===== src/pbc_pkg.sv =====
`timescale 1ns / 1ps
`default_nettype none

package pbc_pkg;

   localparam int DEFAULT_COUNT_WIDTH = 16;
   localparam int DEFAULT_INDEL_WIDTH = 16;
   localparam int OUT_WIDTH           = 16;
   localparam int NUM_BASES           = 5;

   localparam logic [7:0] CHAR_PLUS  = 8'h2B;
   localparam logic [7:0] CHAR_MINUS = 8'h2D;
   localparam logic [7:0] CHAR_CARET = 8'h5E;
   localparam logic [7:0] CHAR_DOLLAR = 8'h24;
   localparam logic [7:0] CHAR_STAR  = 8'h2A;
   localparam logic [7:0] CHAR_DOT   = 8'h2E;
   localparam logic [7:0] CHAR_COMMA = 8'h2C;
   localparam logic [7:0] CHAR_ZERO  = 8'h30;
   localparam logic [7:0] CHAR_NINE  = 8'h39;

   typedef enum logic [2:0] {
      BASE_A    = 3'd0,
      BASE_C    = 3'd1,
      BASE_G    = 3'd2,
      BASE_T    = 3'd3,
      BASE_N    = 3'd4,
      BASE_NONE = 3'd7
   } base_type;

   typedef enum logic [1:0] {
      MODE_NORMAL = 2'd0,
      MODE_DIGITS = 2'd1,
      MODE_SKIP   = 2'd2,
      MODE_CARET  = 2'd3
   } mode_type;

   typedef struct packed {
      logic [7:0] ref_base;
      logic [7:0] symbol;
      logic       has_symbol;
      logic       last;
   } item_type;

   typedef struct packed {
      logic [OUT_WIDTH-1:0] count_a;
      logic [OUT_WIDTH-1:0] count_c;
      logic [OUT_WIDTH-1:0] count_g;
      logic [OUT_WIDTH-1:0] count_t;
      logic [OUT_WIDTH-1:0] count_n;
      logic                 bad_line;
   } result_type;

   // case-insensitive nucleotide decode
   function automatic base_type base_decode(input logic [7:0] c);
      base_type b;
      case (c | 8'h20)
         8'h61:   b = BASE_A;
         8'h63:   b = BASE_C;
         8'h67:   b = BASE_G;
         8'h74:   b = BASE_T;
         8'h6E:   b = BASE_N;
         default: b = BASE_NONE;
      endcase
      return b;
   endfunction

endpackage

`default_nettype wire


===== src/pileup_base_counter.sv =====
// Channel   Direction  Handshake            Payload
// req       in         req_valid/req_stall  ref_base, symbol, has_symbol, last
// rsp       out        rsp_valid/rsp_stall  count_a/c/g/t/n, bad_line
//
// One character per cycle unless a stalled result holds up a line end; a line's
// result is registered through the input register, then the result register.
// Synchronous active-high reset clears the parser and both valid flags.
// A stalled result only holds up a line-end transaction; others keep flowing.
`timescale 1ns / 1ps
`default_nettype none

module pileup_base_counter #(
   parameter int COUNT_WIDTH = pbc_pkg::DEFAULT_COUNT_WIDTH,
   parameter int INDEL_WIDTH = pbc_pkg::DEFAULT_INDEL_WIDTH
) (
   input  wire                          clock,
   input  wire                          reset,
   input  wire                          req_valid,
   output logic                         req_stall,
   input  wire  [7:0]                   req_ref_base,
   input  wire  [7:0]                   req_symbol,
   input  wire                          req_has_symbol,
   input  wire                          req_last,
   output logic                         rsp_valid,
   input  wire                          rsp_stall,
   output logic [pbc_pkg::OUT_WIDTH-1:0] rsp_count_a,
   output logic [pbc_pkg::OUT_WIDTH-1:0] rsp_count_c,
   output logic [pbc_pkg::OUT_WIDTH-1:0] rsp_count_g,
   output logic [pbc_pkg::OUT_WIDTH-1:0] rsp_count_t,
   output logic [pbc_pkg::OUT_WIDTH-1:0] rsp_count_n,
   output logic                         rsp_bad_line
);
   import pbc_pkg::*;

   item_type   req_item, item;
   logic       item_valid, advance, load;
   result_type result, rsp_result;

   assign req_item.ref_base   = req_ref_base;
   assign req_item.symbol     = req_symbol;
   assign req_item.has_symbol = req_has_symbol;
   assign req_item.last       = req_last;

   assign advance = item_valid & (~item.last | ~rsp_valid | ~rsp_stall);
   assign load    = advance & item.last;

   pbc_in_reg u_in_reg (
      .clock      (clock),
      .reset      (reset),
      .req_valid  (req_valid),
      .req_stall  (req_stall),
      .req_item   (req_item),
      .advance    (advance),
      .item_valid (item_valid),
      .item       (item)
   );

   pbc_parser #(
      .COUNT_WIDTH (COUNT_WIDTH),
      .INDEL_WIDTH (INDEL_WIDTH)
   ) u_parser (
      .clock   (clock),
      .reset   (reset),
      .advance (advance),
      .item    (item),
      .result  (result)
   );

   pbc_out_reg u_out_reg (
      .clock      (clock),
      .reset      (reset),
      .load       (load),
      .result     (result),
      .rsp_valid  (rsp_valid),
      .rsp_stall  (rsp_stall),
      .rsp_result (rsp_result)
   );

   assign rsp_count_a  = rsp_result.count_a;
   assign rsp_count_c  = rsp_result.count_c;
   assign rsp_count_g  = rsp_result.count_g;
   assign rsp_count_t  = rsp_result.count_t;
   assign rsp_count_n  = rsp_result.count_n;
   assign rsp_bad_line = rsp_result.bad_line;

`ifndef NO_ASSERTIONS
   // never overwrite a result that is still waiting
   a_no_overwrite: assert property (@(posedge clock) disable iff (reset)
      !(load && rsp_valid && rsp_stall))
      else $error("result overwritten while stalled");

   // a held transaction stays in the input register
   a_hold_item: assert property (@(posedge clock) disable iff (reset)
      (item_valid && !advance) |=> item_valid)
      else $error("input transaction lost");

   // bad line reports zero counts
   a_bad_zero: assert property (@(posedge clock) disable iff (reset)
      (rsp_valid && rsp_bad_line) |-> (rsp_count_a == '0 && rsp_count_c == '0 &&
         rsp_count_g == '0 && rsp_count_t == '0 && rsp_count_n == '0))
      else $error("bad line with nonzero counts");

   // input stall only while a transaction is held
   a_stall_cause: assert property (@(posedge clock) disable iff (reset)
      req_stall |-> (item_valid && item.last && rsp_valid && rsp_stall))
      else $error("spurious input stall");
`endif

endmodule

`default_nettype wire


===== src/pbc_in_reg.sv =====
`timescale 1ns / 1ps
`default_nettype none

module pbc_in_reg (
   input  wire              clock,
   input  wire              reset,
   input  wire              req_valid,
   output logic             req_stall,
   input  pbc_pkg::item_type req_item,
   input  wire              advance,
   output logic             item_valid,
   output pbc_pkg::item_type item
);
   import pbc_pkg::*;

   logic     valid_ff, valid_in;
   item_type item_ff;

   assign req_stall = valid_ff & ~advance;

   always_comb begin
      valid_in = valid_ff;
      if (!req_stall) begin
         valid_in = req_valid;
      end
   end

   always_ff @(posedge clock) begin
      if (reset) begin
         valid_ff <= 1'b0;
      end else begin
         valid_ff <= valid_in;
      end
   end

   always_ff @(posedge clock) begin
      if (!req_stall && req_valid) begin
         item_ff <= req_item;
      end
   end

   assign item_valid = valid_ff;
   assign item       = item_ff;

endmodule

`default_nettype wire


===== src/pbc_parser.sv =====
`timescale 1ns / 1ps
`default_nettype none

module pbc_parser #(
   parameter int COUNT_WIDTH = pbc_pkg::DEFAULT_COUNT_WIDTH,
   parameter int INDEL_WIDTH = pbc_pkg::DEFAULT_INDEL_WIDTH
) (
   input  wire                 clock,
   input  wire                 reset,
   input  wire                 advance,
   input  pbc_pkg::item_type   item,
   output pbc_pkg::result_type result
);
   import pbc_pkg::*;

   localparam int PROD_WIDTH = INDEL_WIDTH + 4;

   mode_type               mode_ff, mode_in;
   logic [INDEL_WIDTH-1:0] skip_ff, skip_in;
   logic [COUNT_WIDTH-1:0] cnt_ff [NUM_BASES];
   logic [COUNT_WIDTH-1:0] cnt_in [NUM_BASES];
   logic [OUT_WIDTH-1:0]   cnt_out [NUM_BASES];
   logic                   error_ff, error_in;

   base_type ref_sel, sym_sel, bump_sel;
   logic     ref_ok, err_now, active, normal_act, bad_char;
   logic     is_digit, is_pm, is_dc, is_caret, is_ign, sym_ok, skip_zero;
   mode_type normal_next;
   logic [PROD_WIDTH-1:0] prod;
   logic [INDEL_WIDTH-1:0] digit_acc;
   logic     clear;

   assign ref_sel  = base_decode(item.ref_base);
   assign sym_sel  = base_decode(item.symbol);
   assign ref_ok   = (ref_sel != BASE_NONE);
   assign sym_ok   = (sym_sel != BASE_NONE);
   assign is_digit = (item.symbol >= CHAR_ZERO) && (item.symbol <= CHAR_NINE);
   assign is_pm    = (item.symbol == CHAR_PLUS) || (item.symbol == CHAR_MINUS);
   assign is_dc    = (item.symbol == CHAR_DOT) || (item.symbol == CHAR_COMMA);
   assign is_caret = (item.symbol == CHAR_CARET);
   assign is_ign   = (item.symbol == CHAR_DOLLAR) || (item.symbol == CHAR_STAR);
   assign skip_zero = (skip_ff == '0);

   assign err_now    = error_ff | ~ref_ok;
   assign active     = ~err_now & item.has_symbol;
   assign normal_act = active & ((mode_ff == MODE_NORMAL) ||
                                 ((mode_ff == MODE_DIGITS) && !is_digit && skip_zero));
   assign bad_char   = normal_act & ~is_pm & ~is_dc & ~is_caret & ~is_ign & ~sym_ok;
   assign error_in   = err_now | bad_char;
   assign clear      = advance & item.last;

   assign normal_next = is_pm ? MODE_DIGITS : (is_caret ? MODE_CARET : MODE_NORMAL);

   // indel length: skip * 10 + digit, saturating
   assign prod = ({4'b0, skip_ff} << 3) + ({4'b0, skip_ff} << 1)
               + {{(PROD_WIDTH-4){1'b0}}, item.symbol[3:0]};
   assign digit_acc = (|prod[PROD_WIDTH-1:INDEL_WIDTH]) ? '1 : prod[INDEL_WIDTH-1:0];

   // next mode
   always_comb begin
      mode_in = mode_ff;
      if (active) begin
         case (mode_ff)
            MODE_NORMAL: mode_in = normal_next;
            MODE_DIGITS: begin
               if (is_digit) begin
                  mode_in = MODE_DIGITS;
               end else if (!skip_zero) begin
                  mode_in = (skip_ff != INDEL_WIDTH'(1)) ? MODE_SKIP : MODE_NORMAL;
               end else begin
                  mode_in = normal_next;
               end
            end
            MODE_SKIP: begin
               if (skip_ff <= INDEL_WIDTH'(1)) begin
                  mode_in = MODE_NORMAL;
               end
            end
            MODE_CARET: mode_in = MODE_NORMAL;
            default:    mode_in = MODE_NORMAL;
         endcase
      end
   end

   // skip length and counters
   always_comb begin
      skip_in  = skip_ff;
      bump_sel = BASE_NONE;
      if (active && (mode_ff == MODE_DIGITS) && is_digit) begin
         skip_in = digit_acc;
      end else if (active && !skip_zero &&
                   ((mode_ff == MODE_DIGITS) || (mode_ff == MODE_SKIP))) begin
         skip_in = skip_ff - INDEL_WIDTH'(1);
      end else if (normal_act && is_pm) begin
         skip_in = '0;
      end
      if (normal_act && is_dc) begin
         bump_sel = ref_sel;
      end else if (normal_act && sym_ok && !is_pm && !is_caret) begin
         bump_sel = sym_sel;
      end
   end

   for (genvar k = 0; k < NUM_BASES; k++) begin : g_cnt
      always_comb begin
         cnt_in[k] = cnt_ff[k];
         if ((bump_sel == base_type'(k)) && (cnt_ff[k] != '1)) begin
            cnt_in[k] = cnt_ff[k] + COUNT_WIDTH'(1);
         end
      end
      if (COUNT_WIDTH > OUT_WIDTH) begin : g_clip
         assign cnt_out[k] = (|cnt_in[k][COUNT_WIDTH-1:OUT_WIDTH]) ? '1 :
                             cnt_in[k][OUT_WIDTH-1:0];
      end else begin : g_ext
         assign cnt_out[k] = OUT_WIDTH'(cnt_in[k]);
      end
      always_ff @(posedge clock) begin
         if (reset || clear) begin
            cnt_ff[k] <= '0;
         end else if (advance) begin
            cnt_ff[k] <= cnt_in[k];
         end
      end
   end

   always_ff @(posedge clock) begin
      if (reset || clear) begin
         mode_ff  <= MODE_NORMAL;
         skip_ff  <= '0;
         error_ff <= 1'b0;
      end else if (advance) begin
         mode_ff  <= mode_in;
         skip_ff  <= skip_in;
         error_ff <= error_in;
      end
   end

   always_comb begin
      result.bad_line = error_in;
      result.count_a  = error_in ? '0 : cnt_out[BASE_A];
      result.count_c  = error_in ? '0 : cnt_out[BASE_C];
      result.count_g  = error_in ? '0 : cnt_out[BASE_G];
      result.count_t  = error_in ? '0 : cnt_out[BASE_T];
      result.count_n  = error_in ? '0 : cnt_out[BASE_N];
   end

endmodule

`default_nettype wire


===== src/pbc_out_reg.sv =====
`timescale 1ns / 1ps
`default_nettype none

module pbc_out_reg (
   input  wire                 clock,
   input  wire                 reset,
   input  wire                 load,
   input  pbc_pkg::result_type result,
   output logic                rsp_valid,
   input  wire                 rsp_stall,
   output pbc_pkg::result_type rsp_result
);
   import pbc_pkg::*;

   logic       valid_ff, valid_in;
   result_type result_ff;

   always_comb begin
      valid_in = valid_ff & rsp_stall;
      if (load) begin
         valid_in = 1'b1;
      end
   end

   always_ff @(posedge clock) begin
      if (reset) begin
         valid_ff <= 1'b0;
      end else begin
         valid_ff <= valid_in;
      end
   end

   always_ff @(posedge clock) begin
      if (load) begin
         result_ff <= result;
      end
   end

   assign rsp_valid  = valid_ff;
   assign rsp_result = result_ff;

endmodule

`default_nettype wire


===== config.mk =====
export PLATFORM = sky130hd
export DESIGN_NAME = pileup_base_counter
export DESIGN_NICKNAME = d
export VERILOG_FILES = /design/src/pbc_pkg.sv /design/src/pileup_base_counter.sv /design/src/pbc_in_reg.sv /design/src/pbc_parser.sv /design/src/pbc_out_reg.sv
export SDC_FILE = /design/constraint.sdc
export NUM_CORES = 1
export LEC_CHECK = 0
export BUFFER_PORTS_ARGS = -buffer_cell sky130_fd_sc_hd__buf_4
export CELL_PAD_IN_SITES_DETAIL_PLACEMENT = 0
export CELL_PAD_IN_SITES_GLOBAL_PLACEMENT = 2
export CORE_MARGIN = 5
export CORE_UTILIZATION = 37
export CTS_BUF_LIST = sky130_fd_sc_hd__clkbuf_8
export CTS_CLUSTER_DIAMETER = 40
export DETAILED_ROUTE_END_ITERATION = 10
export MAX_ROUTING_LAYER = met4
export PLACE_DENSITY_LB_ADDON = 0.1
export SLEW_MARGIN = 20
export SYNTH_ARGS = -nofsm -noshare
export SYNTH_HDL_FRONTEND = slang
export SYNTH_SLANG_ARGS = --single-unit
export TNS_END_PERCENT = 1

===== constraint.sdc =====
create_clock -name clock -period 3.5 [get_ports clock]
set_clock_uncertainty 0.05 [all_clocks]
set_input_delay 0.7 -clock clock [delete_from_list [all_inputs] [get_ports clock]]
set_output_delay 0.7 -clock clock [all_outputs]
set_load 0.05 [all_outputs]

After elaboration in Yosys (flattened, before gate mapping):

Memories as Yosys holds them, arrays and structs flattened.
Index checks and enable logic that the tools add are counted.

* bits in writable memories: 80
* memories: 1
* word-level logic and storage cells: 158
* register bits after elaboration: 120
* input port bits: 22
* bits in latches: 0
* output and inout port bits: 83
* memory bits (read-only): 0

* bitwise gates (word level): 31
* reductions and logical operators: 36
* multipliers: 0
* magnitude comparators: 3
* mux-type cells: 31
* equal/unequal tests: 33
* add/subtract/negate cells: 8
* shift operators: 0
* div/mod/pow operators: 0

Memory list
* u_parser.cnt_ff: depth 5, bits a word 16, rd ports 5, clocked after memory_dff 0, write ports 5, RTL line pbc_parser.sv:20 `logic [COUNT_WIDTH-1:0] cnt_ff [NUM_BASES];`

Operators with widths (number)
* 16-bit two-way mux: 14
* 16-bit by 1-bit adder with 16-bit output, second input constant: 5
* 16-bit != test, second input constant: 5
* 7-bit by 6-bit == test with 1-bit output, second input constant: 10
* 8-bit by 6-bit == test with 1-bit output, second input constant: 6
* 3-bit case mux with 5 select lines: 2
* 19-bit by 17-bit adder with 20-bit output: 1
* 20-bit by 4-bit adder with 20-bit output: 1
* 1-bit logical AND: 18
* 16-bit by 1-bit <= comparator with 1-bit output, second input constant: 1
* 16-bit logical NOT: 1
* 16-bit by 1-bit != test with 1-bit output, second input constant: 1
* 16-bit by 1-bit subtractor with 16-bit output, second input constant: 1
* 2-bit two-way mux: 6
* 1-bit bitwise AND: 11
* 1-bit inverter: 11
* 1-bit OR: 9
* 8-bit by 7-bit == test with 1-bit output, second input constant: 1
* 8-bit by 6-bit >= comparator with 1-bit output, second input constant: 1
* 8-bit by 6-bit <= comparator with 1-bit output, second input constant: 1
* 2-bit case mux with 4 select lines: 1
* 3-bit by 2-bit == test with 1-bit output, second input constant: 2
* 1-bit logical OR: 6
* 1-bit two-way mux: 6
* other kinds (14): 21

Longest topological paths before layout:

* depth after elaboration: 17
* mapped depth: 12
* mapped depth without buffers: 10

By module:

From an unflattened synthesis, not the netlist that was laid out.

* cells, all modules: 975
* area total of the unflattened synthesis: 10507.6 sq um

Modules (own cells, without submodules)
* pbc_parser: area an instance 7437.1 sq um, cells an instance 865, instances 1, seq. area each 2782.7 sq um
* pbc_out_reg: area an instance 2461.1 sq um, cells an instance 84, instances 1, seq. area each 2452.4 sq um
* pbc_in_reg: area an instance 590.6 sq um, cells an instance 22, instances 1, seq. area each 560.5 sq um
* pileup_base_counter: area an instance 18.8 sq um, cells an instance 4, instances 1, seq. area each 0.0 sq um

Least setup slack after synthesis:

No wires, ideal clock.

* kind: input -> register
* start: in rsp_stall
* end: reg u_parser.skip_ff[10]
* data arrival time: 3.535 ns
* path buffers: 1
* slack: -0.216 ns
* library setup time: 0.130 ns
* stages: 8
* required time: 3.320 ns
* path through: nand3_1 > and3_1 > nor2_1 > o41ai_1 > a21oi_1 > clkbuf_1 > nand2_1 > o31ai_1

* word-level cells in the longest chain between the ends: 5
* elaborated cells on any way between the ends: 6
* classes of those cells: bitwise (4); reduce/logical (2)

Ends and longest elaborated chain
* start, declared: RTL line pileup_base_counter.sv:25 `input wire rsp_stall,`
* 1-bit inverter: RTL line pileup_base_counter.sv:44 `assign advance = item_valid & (~item.last | ~rsp_valid | ~rsp_stall);`
* 1-bit OR: RTL line pileup_base_counter.sv:44
* 1-bit bitwise AND: RTL line pileup_base_counter.sv:44
* 1-bit bitwise AND
* named net load: RTL line pileup_base_counter.sv:36 `logic item_valid, advance, load;`
* 1-bit logical OR: RTL line pbc_parser.sv:127 `if (reset || clear) begin`
* end signal, assigned: RTL line pbc_parser.sv:133 `skip_ff <= skip_in;`
* end, declared: RTL line pbc_parser.sv:19 `logic [INDEL_WIDTH-1:0] skip_ff, skip_in;`

The timed path passes the listed nets, and every way through them passes these cells.
A chain may end at the register's enable or synchronous reset.

Final worst setup path:

* start: reg u_parser.skip_ff[0]
* end: reg u_out_reg.result_ff, in the netlist u_out_reg.rsp_result[23] (data pin)

* word-level cells in the longest chain between the ends: 12
* elaborated cells on any way between the ends: 19
* classes of those cells: eq/ne (1); mux (3); bitwise (7); reduce/logical (8)

Ends and longest elaborated chain
* 16-bit logical NOT *: RTL line pbc_parser.sv:42 `assign skip_zero = (skip_ff == '0);`
* 1-bit logical AND *: RTL line pbc_parser.sv:47 `((mode_ff == MODE_DIGITS) && !is_digit && skip_zero));`
* 1-bit logical OR *: RTL line pbc_parser.sv:46 `assign normal_act = active & ((mode_ff == MODE_NORMAL) ||`
* 1-bit bitwise AND *: RTL line pbc_parser.sv:46
* 1-bit logical AND (3 in a row): RTL line pbc_parser.sv:99 `end else if (normal_act && sym_ok && !is_pm && !is_caret) begin`
* 3-bit two-way mux: RTL line pbc_parser.sv:99
* 3-bit two-way mux: RTL line pbc_parser.sv:97 `if (normal_act && is_dc) begin`
* 3-bit by 2-bit == test with 1-bit output: RTL line pbc_parser.sv:107 `if ((bump_sel == base_type'(k)) && (cnt_ff[k] != '1)) begin`
* 1-bit logical AND: RTL line pbc_parser.sv:107
* 16-bit two-way mux: RTL line pbc_parser.sv:107
* end signal, assigned: RTL line pbc_out_reg.sv:35 `result_ff <= result;`
* end, declared: RTL line pbc_out_reg.sv:16 `result_type result_ff;`

Mark *: on every way between the ends. The rest lies on a longest branch, timed or not.

==> results.py <==
metrics = {
    "cts": {
        "clk_latency_ps": 470,
        "clk_pin_slew_worst_paths_ps": 100,
        "cts_buffers": 17,
        "cts_root_buffer": "clkbuf_8",
        "cts.path.max_buffers": 2,
        "cts.hold.buffers_added": 0,
        "cts_tree": "built",
        "cts_sinks": 199,
        "h-tree-depth": 4,
    },
    "synthesis": {
        "synthCells": 1039,
        "synth_seq_area_share": 0.523,
        "yosysWarnings": 0,
        "synthDistinctLibCells": 70,
        "synth_ff_type": "edfxtp_1",
        "synth_seq_cells": 199,
        "yosysMostFrequentCell": "edfxtp_1",
        "synth.top_cell.area_share": 0.485,
        "synth_largest_area_cell": "edfxtp_1",
        "synthTopCellsByCount": "edfxtp_1, nor2_1, nand2_1, a21oi_1, ha_1",
        "synthArstFlopShare": 0,
        "synth_edf_count": 178,
        "netlist_area_um2": 11000,
        "synth_nets": 1106,
        "synthTopCellsByArea": "edfxtp_1, nor2_1, ha_1",
        "syn_avg_cell_area_um2": 10.6,
    },
    "place": {
        "finalWeightedCongestion": 0.856,
        "dp_hpwl_mm": 19.0,
        "dp.cells": 1550,
        "portBuffers": 103,
    },
    "pwr": {
        "p_per_area_nw_per_um2": 339,
        "p_leak_nw": 4.94,
        "ir_worst_vdd_mv": 0.211,
    },
    "cells_and_area": {
        "finalNetCount": 1247,
        "insertedDiodeCount": 0,
        "syn2layout_area_growth_pct": 18.0,
        "layout.cells.non_filler": 1583,
        "drive_gt1_frac": 0.186,
    },
    "route": {
        "dr.first_iter.drc_count": 525,
        "antenna_left": 0,
        "avgRoutedWirePerCell_um": 17.0,
        "vias": 8313,
        "finalWirelength_mm": 26.9,
        "first_pass_iters": 5,
        "via_per_inst": 5.25,
        "drc": 0,
    },
    "global_routing": {
        "grt_pass1_vias": 8196,
        "track_usage": 0.167,
        "antenna_found_initial": 0,
        "grt_max_degree": 84,
        "grt_pass1_wl_mm": 44.0,
        "grt_overflow_total": 0,
    },
    "die": {
        "fp.dieW_um": 183,
        "dieArea_um2": 33300,
        "fp-row-count": 63,
        "start_util": 0.373,
        "ios": 105,
        "die_h_um": 183,
        "coreArea_um2": 29600,
    },
    "status": {
        "status": "complete, no violations",
    },
    "setup_path": {
        "rr_worst_depth": 12,
        "crit_top_cell": "buf_12",
        "path_cells": "buf_4 -> inv_1 -> ha_1 -> or3b_2 -> nor4_4 -> a31oi_1 -> nor3_2 -> buf_12 -> nand4_2 -> buf_12 -> or4_1 -> a21oi_1",
        "cp_max_fo": 28,
        "cp.required_ps": 3770,
        "start_kind": "flip-flop",
        "endpoint_kind": "flip-flop",
        "critPathArrivalTime_ps": 3570,
        "cp_slowest_stage_delay_ps": 480,
        "path_class": "flip-flop to flip-flop",
        "slowest_stage": "or3b_2",
    },
    "sta": {
        "finalSetupViolations": 0,
        "finalHoldWorstSlack_ps": 343,
        "min_period_over_period": 0.943,
        "worst_pin_slew_ps": 941,
        "rsz0062_at_grt": "true",
        "slew_headroom": 0.373,
        "period_minus_slack_ps": 3300,
        "hold_viol": 0,
        "report.final.slew_viol_count": 0,
        "fmax_ghz": 0.303,
    },
    "worst_hold_path": {
        "holdPathStages": 1,
        "hold_class": "primary input to flip-flop",
    },
    "job": {
        "cap_violations": 0,
    },
}
==> layout make-up <==
cell class / count / area [µm²]
clock inverters: 15 / 121
repair buffers: 166 / 1330
clock buffers: 17 / 234
fillers: 2863 / 16600
flip-flops and latches: 199 / 5770
inverters: 23 / 86.3
well taps: 390 / 488
multi-input cells: 773 / 4980
==> power breakdown <==
part           leakage, nW  internal [mW]  switching (mW)  total [mW]
Combinational         2.73         0.0991           0.195       0.295
Clock                0.181          0.511           0.877        1.39
Sequential            2.03           2.66          0.0708        2.73
Total                 4.94           3.27            1.14        4.41
==> stage by stage <==
stage | area, µm² | TNS [ps] | utilization | setup WS [ps] | power, mW
after floorplan | 11000 | 0 | - | 122 | 2.96
after global placement | 12600 | 0 | 0.426 | 96.3 | 3.08
after detailed placement | 12600 | 0 | 0.427 | 100 | 3.08
after CTS | 13000 | 0 | 0.439 | 75.2 | 4.48
after global routing | 13000 | -97.0 | 0.440 | -40.9 | 4.62
final | 13000 | 0 | 0.440 | 200 | 4.41
==> what timing repair did <==
action / in CTS / in global routing
resized for setup: 0 / 5
setup endpoints to repair: 0 / 23
buffers inserted: 0 / 1
==> cell usage in the layout, fill, tap and decap left out, types with 4 or more instances in the layout <==
master,count
and2_1,9
nor2b_1,4
a31oi_1,4
inv_8,4
o31ai_1,13
nor3b_1,4
o211ai_1,17
clkbuf_8,17
nor4_1,17
nor4b_1,6
dfxtp_1,21
nand3_1,37
o21ai_0,26
a21o_1,5
xnor2_1,35
a21oi_1,50
xor2_1,41
and3_1,15
a2111oi_0,4
or4_1,21
inv_1,22
or2_2,5
nand2_1,79
nand4_1,33
buf_4,159
nand2b_1,12
ha_1,43
a211oi_1,8
edfxtp_1,178
clkinv_4,4
or3_1,25
nor2_1,144
and4_1,9
nor3_1,34
mux2i_1,11
buf_12,6
==> cell families (layout without fill, tap and decap cells) <==
family          count (synthesis)  after routing  synth area share
compound gates                165            165            0.0996
xor+xnor                       76             76            0.0604
fa+ha+maj                      45             45            0.0524
buf+inv                        67            221            0.0286
flops                         199            199             0.523
mux                            11             11           0.00999
simple gates                  476            476             0.226
==> flip-flops by register name, summed over array words and instances (netlist names) <==
name                  cells
u_in_reg.item            17
u_in_reg.item_valid       1
u_out_reg.rsp_result     81
u_out_reg.rsp_valid       1
u_parser.cnt_ff          80
u_parser.error_ff         1
u_parser.mode_ff          2
u_parser.skip_ff         16
==> worst paths after layout <==
path,startpoint,end,slack [ps]
worst max-delay path,u_parser.skip_ff[0],u_out_reg.rsp_result[23],200
worst min-delay path,req_ref_base[7],u_in_reg.item[17],340
worst max register to register,u_parser.skip_ff[0],u_out_reg.rsp_result[23],200
worst min register to register,u_parser.mode_ff[1],u_parser.mode_ff[1],440
==> per-layer routing <==
layer	global-route usage	wire, µm
met1	0.230	13200
met2	0.266	12700
met3	0.0269	817
met4	0.0303	189
met5	-	0
==> critical path: cells and delay by family, from the launching register on <==
kind | cells | cell delay, ps
AND/OR/NAND/NOR | 5 | 1500
AO/OA/AOI/OAI | 2 | 400
buffers and inverters | 4 | 640
adder cells (fa/ha/maj) | 1 | 190
flip-flops | 1 | 340
Power figures use the tool's default switching activity.
